<file path="config.mk">
export PLATFORM = sky130hd
export DESIGN_NAME = i32alu_cell
export DESIGN_NICKNAME = d
export VERILOG_FILES = /design/src/rtl/int32_elementwise_alu_unit_defines.svh /design/src/rtl/i32alu_pkg.sv /design/src/rtl/i32alu_cell.sv
export SDC_FILE = /design/constraint.sdc
export NUM_CORES = 1
export LEC_CHECK = 0
export ABC_AREA = 1
export BUFFER_PORTS_ARGS = -buffer_cell sky130_fd_sc_hd__buf_4
export CORE_AREA = 2 2 206 208
export DETAILED_ROUTE_END_ITERATION = 16
export DIE_AREA = 0 0 208 210
export GPL_TIMING_DRIVEN = 0
export PLACE_DENSITY = 0.56
export REMOVE_ABC_BUFFERS = 1
export SYNTH_ARGS = -nofsm -noshare
export SYNTH_HDL_FRONTEND = slang
export SYNTH_SLANG_ARGS = --single-unit
</file>
<file path="constraint.sdc">
create_clock -name i_clk -period 2.85 [get_ports i_clk]
set_input_delay 0.57 -clock i_clk [delete_from_list [all_inputs] [get_ports i_clk]]
set_output_delay 0.57 -clock i_clk [all_outputs]
set_load 0.1 [all_outputs]
</file>
<file path="src/rtl/int32_elementwise_alu_unit_defines.svh">
// Assertion macros for the top-level RTL. Each use names its own label.
`ifndef INT32_ELEMENTWISE_ALU_UNIT_DEFINES_SVH
`define INT32_ELEMENTWISE_ALU_UNIT_DEFINES_SVH

// The condition must hold at every clock edge outside reset.
`define I32ALU_ASSERT(label, cond) \
    label: assert property (@(posedge i_clk) disable iff (!i_rst_n) (cond)) \
        else $error("i32alu: check failed");

// When the trigger holds, the outcome must hold in the following cycle.
`define I32ALU_ASSERT_NEXT(label, trig, outcome) \
    label: assert property (@(posedge i_clk) disable iff (!i_rst_n) \
        (trig) |=> (outcome)) else $error("i32alu: next-cycle check failed");

`endif

</file>
<file path="src/rtl/i32alu_pkg.sv">
`default_nettype none

package i32alu_pkg;

    typedef enum logic [4:0] {
        FN_ADD      = 5'd0,
        FN_SUB      = 5'd1,
        FN_MUL      = 5'd2,
        FN_FLOORDIV = 5'd3,
        FN_PYMOD    = 5'd4,
        FN_CMOD     = 5'd5,
        FN_EQ       = 5'd6,
        FN_NE       = 5'd7,
        FN_LT       = 5'd8,
        FN_LE       = 5'd9,
        FN_GT       = 5'd10,
        FN_GE       = 5'd11,
        FN_MAX      = 5'd12,
        FN_MIN      = 5'd13,
        FN_LAND     = 5'd14,
        FN_LOR      = 5'd15,
        FN_LXOR     = 5'd16,
        FN_AND      = 5'd17,
        FN_OR       = 5'd18,
        FN_XOR      = 5'd19,
        FN_SHL      = 5'd20,
        FN_SHR      = 5'd21,
        FN_COPYSIGN = 5'd22
    } t_func;

    // Control that travels with each item down the chain.
    typedef struct packed {
        logic  valid;
        t_func func;
        logic  last;
        logic  a_neg;
        logic  b_neg;
        logic  b_zero;
    } t_ctrl;

endpackage

`default_nettype wire

</file>
<file path="src/rtl/i32alu_cell.sv">
`default_nettype none

// One step of the chain: one restoring division bit on the magnitudes and
// one shift-and-add multiply bit.
module i32alu_cell #(
    parameter int DATA_WIDTH = 32,
    parameter int IDX        = 0
) (
    input  wire                   i_clk,
    input  wire                   i_rst_n,
    input  wire                   i_en,
    input  i32alu_pkg::t_ctrl     i_ctrl,
    input  wire [DATA_WIDTH-1:0]  i_a,
    input  wire [DATA_WIDTH-1:0]  i_b,
    input  wire [DATA_WIDTH-1:0]  i_ma,
    input  wire [DATA_WIDTH-1:0]  i_mb,
    input  wire [DATA_WIDTH-1:0]  i_simple,
    input  wire [DATA_WIDTH-1:0]  i_rem,
    input  wire [DATA_WIDTH-1:0]  i_quo,
    input  wire [DATA_WIDTH-1:0]  i_prod,
    output i32alu_pkg::t_ctrl     o_ctrl,
    output logic [DATA_WIDTH-1:0] o_a,
    output logic [DATA_WIDTH-1:0] o_b,
    output logic [DATA_WIDTH-1:0] o_ma,
    output logic [DATA_WIDTH-1:0] o_mb,
    output logic [DATA_WIDTH-1:0] o_simple,
    output logic [DATA_WIDTH-1:0] o_rem,
    output logic [DATA_WIDTH-1:0] o_quo,
    output logic [DATA_WIDTH-1:0] o_prod
);

    localparam int BIT = DATA_WIDTH - 1 - IDX;

    i32alu_pkg::t_ctrl     r_ctrl;
    logic [DATA_WIDTH-1:0] r_a, r_b, r_ma, r_mb, r_simple, r_rem, r_quo, r_prod;
    logic [DATA_WIDTH-1:0] n_rem, n_quo, n_prod;
    logic [DATA_WIDTH:0]   trial, diff;
    logic                  fits;

    always_comb begin
        trial  = {i_rem, i_ma[BIT]};
        diff   = trial - {1'b0, i_mb};
        fits   = !diff[DATA_WIDTH];
        n_rem  = fits ? diff[DATA_WIDTH-1:0] : trial[DATA_WIDTH-1:0];
        n_quo  = {i_quo[DATA_WIDTH-2:0], fits};
        n_prod = i_prod + (i_a[IDX] ? (i_b << IDX) : '0);
    end

    always_ff @(posedge i_clk) begin
        if (!i_rst_n) begin
            r_ctrl <= '0;
        end else if (i_en) begin
            r_ctrl <= i_ctrl;
        end
    end

    always_ff @(posedge i_clk) begin
        if (i_en) begin
            r_a      <= i_a;
            r_b      <= i_b;
            r_ma     <= i_ma;
            r_mb     <= i_mb;
            r_simple <= i_simple;
            r_rem    <= n_rem;
            r_quo    <= n_quo;
            r_prod   <= n_prod;
        end
    end

    assign o_ctrl   = r_ctrl;
    assign o_a      = r_a;
    assign o_b      = r_b;
    assign o_ma     = r_ma;
    assign o_mb     = r_mb;
    assign o_simple = r_simple;
    assign o_rem    = r_rem;
    assign o_quo    = r_quo;
    assign o_prod   = r_prod;

endmodule

`default_nettype wire

</file>
# After elaboration in Yosys (flattened, before gate mapping)
# Index checks and enable logic that the tools add are counted.
totals:
  register_bits: 266
classes:
  n_reduce_logical: 1
  add_sub_neg: 2
  muxes: 2
ops:
  columns: ["cell", "count"]
  rows:
  - ["$mux W32", 2]
  - ["$sub A33 B32 Y33", 1]
  - ["$add A32 B32 Y32", 1]
  - ["$logic_not A1 Y1", 1]

# Longest topological paths before layout
depth:
  ltp_word: 2
  depth_mapped: 17

# Worst setup path after synthesis
# Ideal clock, no wire load.
synth_path:
  path_kind: "input -> register"
  start: "in i_ma[31]"
  end: "reg r_rem[10], in the netlist o_rem[10], data pin"
  required_time_ns: 2.598
  cell_stages: 16
  arrival_ns: 2.177
  setup_slack_ns: 0.421
  n_path_buf: 1
  cell_sequence: "inv_1 -> ha_1 -> fa_1 -> inv_1 -> nand2_1 -> nand2_1 -> nand3_1 -> nand2_2 -> nand2_1 -> nand2_2 -> nand2_2 -> nand3_1 -> nand2_4 -> buf_4 -> nand2_1 -> nand2_1"
synth_via:
  elab_chain_cells: 2
synth_lines:
  columns: ["item", "line_no", "source"]
  rows:
  - ["from (decl)", "i32alu_cell.sv:15", "input wire [DATA_WIDTH-1:0] i_ma,"]
  - ["$sub A33 B32 Y33", "i32alu_cell.sv:42", "diff = trial - {1'b0, i_mb};"]
  - ["$mux W32", "i32alu_cell.sv:44", "n_rem = fits ? diff[DATA_WIDTH-1:0] : trial[DATA_WIDTH-1:0];"]
  - ["net n_rem[10]", "i32alu_cell.sv:36", "logic [DATA_WIDTH-1:0] n_rem, n_quo, n_prod;"]
  - ["to (signal assigned)", "i32alu_cell.sv:64", "r_rem <= n_rem;"]
  - ["to (decl)", "i32alu_cell.sv:35", "logic [DATA_WIDTH-1:0] r_a, r_b, r_ma, r_mb, r_simple, r_rem, r_quo, r_prod;"]
# The timed path passes the listed nets, and every way through them passes these cells.
# A chain may end at the register's enable or synchronous reset.

# Final worst setup path
layout_path:
  start: "in i_a[0]"
  end: "reg r_prod[28], in the netlist o_prod[28], data pin"
layout_via:
  elab_chain_cells: 2
layout_lines:
  columns: ["item", "line_no", "source"]
  rows:
  - ["from (decl)", "i32alu_cell.sv:13", "input wire [DATA_WIDTH-1:0] i_a,"]
  - ["$mux W32", "i32alu_cell.sv:46", "n_prod = i_prod + (i_a[IDX] ? (i_b << IDX) : '0);"]
  - ["$add A32 B32 Y32", "i32alu_cell.sv:46", null]
  - ["net n_prod[28]", "i32alu_cell.sv:36", null]
  - ["to (signal assigned)", "i32alu_cell.sv:66", "r_prod <= n_prod;"]
  - ["to (decl)", "i32alu_cell.sv:35", null]
# The timed path passes the listed nets, and every way through them passes these cells.

==> out/metrics.csv <==
metric,value,unit
unrepaired setup endpoints after global routing,false,
data required time of the worst path,3140,ps
DRC violation count after routing,0,
number of synthesis warnings,0,
height of the die,210,um
filler cell count,4080,
wire length per cell after detailed routing,17.35,um
share of Yosys cell area claimed by the top area cell type,57.68,%
initial antenna violation count,2,
start-to-end type of the worst setup path,in -> reg,
transition time of the tightest slew-check pin,721.6,ps
Setup Viol. Count Final,0,
unique cell type count in the Yosys netlist,32,
count of boundary I/O pins,535,
headroom to the max-slew limit,51.89,%
post-synthesis async set-or-reset flop share,0,%
Total Die Area,43680,um^2
estimated wirelength of the detail-placed design,35550,um
Final Cycle Share,85.36,%
library cell occupying the most area in the post-synthesis netlist,sky130_fd_sc_hd__edfxtp_1,
total overflow reported by the global router,0,
Diodes inserted,0,
Leakage Power,0.009389,uW
Clk network pwr share,27.4,%
Hold Path Class,in -> reg,
gate count after technology mapping,1392,
result of the run,completed,
synthesized area per cell,9.574,um^2
synth-to-layout area growth,41.86,%
CP Data Arrival Time,2720,ps
drt first-iter violations,575,
global-route wire length before repair,64980,um
number of resized instances in the post-cts repair step,0,
sequential fraction of the synthesis area,59.19,%
cell occurring most often along the worst timing path,sky130_fd_sc_hd__nand2_1,
insertion delay to the later sink of the worst-skew pair,560,ps
count of state elements after synthesis,266,
number of buffers between clock root and the deepest sink,3,
CP max FO,33,
GPL Wtd Cong,0.9379,
Clock Skews,0,ps
overall power consumption,13280,uW
TritonCTS buffer count,31,
cell area after technology mapping,13330,um^2
die width,208,um
count of clock tree sinks,266,
quantity of I/O buffers inserted on ports,533,
number of setup buffers added after CTS,0,
via count,11320,
Final nets,2284,
Peak Freq,0.4111,GHz
crit path launch type,input port,
fraction of power spent switching nets,40.88,%
CTS tree,done,
Period minus WS final,2433,ps
power density over cell area,702.5,nW/um^2
Synth Flop Type,sky130_fd_sc_hd__edfxtp_1,
minimum hold slack,178.2,ps
dominant delay contributor by cell family on the critical path,simple AND/OR/NAND/NOR gates,
count of H-tree levels built during CTS,1,
Via-to-Cell Ratio,4.511,
worst path bufs/invs,2,
kind of end point of the critical path,register,
Psw,5429,uW
combinational fraction of design power,36.1,%
Post-CTS Hold Buffers,0,
cell with the largest stage delay on the worst path,sky130_fd_sc_hd__fa_1,
Root Buffer,sky130_fd_sc_hd__clkbuf_16,
router iterations before antenna repair,5,
post-route ant nets,0,
Fin. Hold Viols,0,
Pins Over Slew Limit,0,
cell-internal power,7851,uW
most frequently used cell type in the post-synthesis netlist,sky130_fd_sc_hd__nand2_1,
Std-Cell Rows,75,
leading post-synthesis cells by instance count,"sky130_fd_sc_hd__nand2_1, sky130_fd_sc_hd__edfxtp_1, sky130_fd_sc_hd__inv_1, sky130_fd_sc_hd__nor2_1, sky130_fd_sc_hd__a21oi_1",
# Max-Cap Violations,0,
initial core utilization,32.13,%
GRT Overall Usage,19.12,%
core box area,41480,um^2
Area contributors post-synth,"sky130_fd_sc_hd__edfxtp_1, sky130_fd_sc_hd__nand2_1, sky130_fd_sc_hd__inv_1, sky130_fd_sc_hd__ha_1, sky130_fd_sc_hd__nor2_1",
worst-case vdd ir drop,0.4469,mV
fraction of final layout cells sized beyond drive strength 1,30.19,%
largest stage delay on the critical path,470,ps
overall routed net length,43540,um
clock transition time at the flip-flop clock pins of the worst setup and hold paths,60,ps
sequential cell fraction of total power,36.5,%
number of synthesized flops with an enable pin,256,
largest net degree at the start of global routing,109,
via count of the first global-routing pass,11310,
chain of cells forming the critical path,"buf_4, nand2_1, inv_1, ha_1, fa_1, nand3_1, nand2_1, a21o_1, nand2_1, nand2_1, nand2_1, nand2_1, nand2_1, nand2_1",
[cell usage in the layout, fill, tap and decap left out, drive strengths merged]
| master | n |
|---|---|
| buf | 535 |
| nand2 | 483 |
| edfxtp | 256 |
| inv | 223 |
| nor2 | 91 |
| a21oi | 67 |
| ha | 63 |
| nand3 | 56 |
| clkbuf | 35 |
| o21ai | 33 |
| xor2 | 33 |
| nor3 | 16 |
| clkinv | 15 |
| nand4 | 13 |
| dfxtp | 10 |
| o21bai | 9 |
| a21o | 6 |
| nand3b | 5 |
| o21a | 4 |
| and2 | 4 |
| xnor2 | 3 |
| or2 | 3 |
| fa | 2 |
| clkinvlp | 2 |
| a21boi | 1 |
| and3 | 1 |
| nor4 | 1 |
| bufinv | 1 |
[logic make-up after synthesis]
kind of cell	after synthesis	synth area share (%)
flip-flops	266	59.19
adder cells (fa/ha/maj)	65	6.215
XOR/XNOR	36	2.366
AO/OA/AOI/OAI	120	4.938
buffers and inverters	232	6.844
AND/OR/NAND/NOR	673	20.45
[power groups by stage]
stage	clock network, uW	registers (uW)	logic (uW)
after global routing	3900	4870	5030
after CTS	3770	4840	4830
after global placement	0	4930	4800
final	3640	4840	4800
after floorplan	0	7590	840
after detailed placement	0	4920	4830
[cell type report]
class                   count  area (um^2)  share of cell area, %
clock buffers              35        790.8                  4.183
clock inverters            19        127.6                 0.6751
inverters                 222        833.3                  4.408
multi-input cells         894         4527                  23.95
flip-flops and latches    266         7888                  41.72
well taps                 539        674.4                  3.567
repair buffers            535         4064                  21.50
[worst reg2reg max path, cell delays in order, from the launching register on]
cell,delay (ps)
sky130_fd_sc_hd__dfxtp_1,410
sky130_fd_sc_hd__o21ai_0,90
sky130_fd_sc_hd__nor2_1,120
[state kept, by name, indices dropped and copies added, names as in the netlist]
name      flops
o_quo        32
o_a          32
o_ctrl       10
o_b          32
o_rem        32
o_ma         32
o_simple     32
o_mb         32
o_prod       32
[worst paths after layout]
check,slack (ps),cells after the start,start,end
hold reg to reg,500,2,o_ctrl[2],o_ctrl[2]
hold / removal,180,1,i_a[4],o_a[4]
setup reg to reg,2170,2,o_ctrl[1],o_ctrl[1]
setup / recovery,420,14,i_a[0],o_prod[28]
[metrics by stage]
stage	instance area, um^2	std cells	utilization, %	worst slack (ps)	setup TNS [ps]
after floorplan	13250	1382	-	439.9	0
after global placement	17920	2454	43.21	-2059	-189430
after detailed placement	17990	2456	43.36	-126.2	-2408
after CTS	18900	2510	45.58	471.0	0
after global routing	18900	2510	45.58	229.5	0
final	18900	2510	45.58	417.2	0
[metal layers]
| layer | global-route usage (%) | wire [um] | part of all wire (%) |
|---|---|---|---|
| met2 | 34.55 | 21760 | 50 |
| met1 | 22.60 | 17540 | 40 |
| met3 | 4.648 | 3158 | 7.3 |
| met4 | 5.282 | 1055 | 2.4 |
| met5 | 0 | 27 | 0.062 |
(Power assumes the default switching activity.)
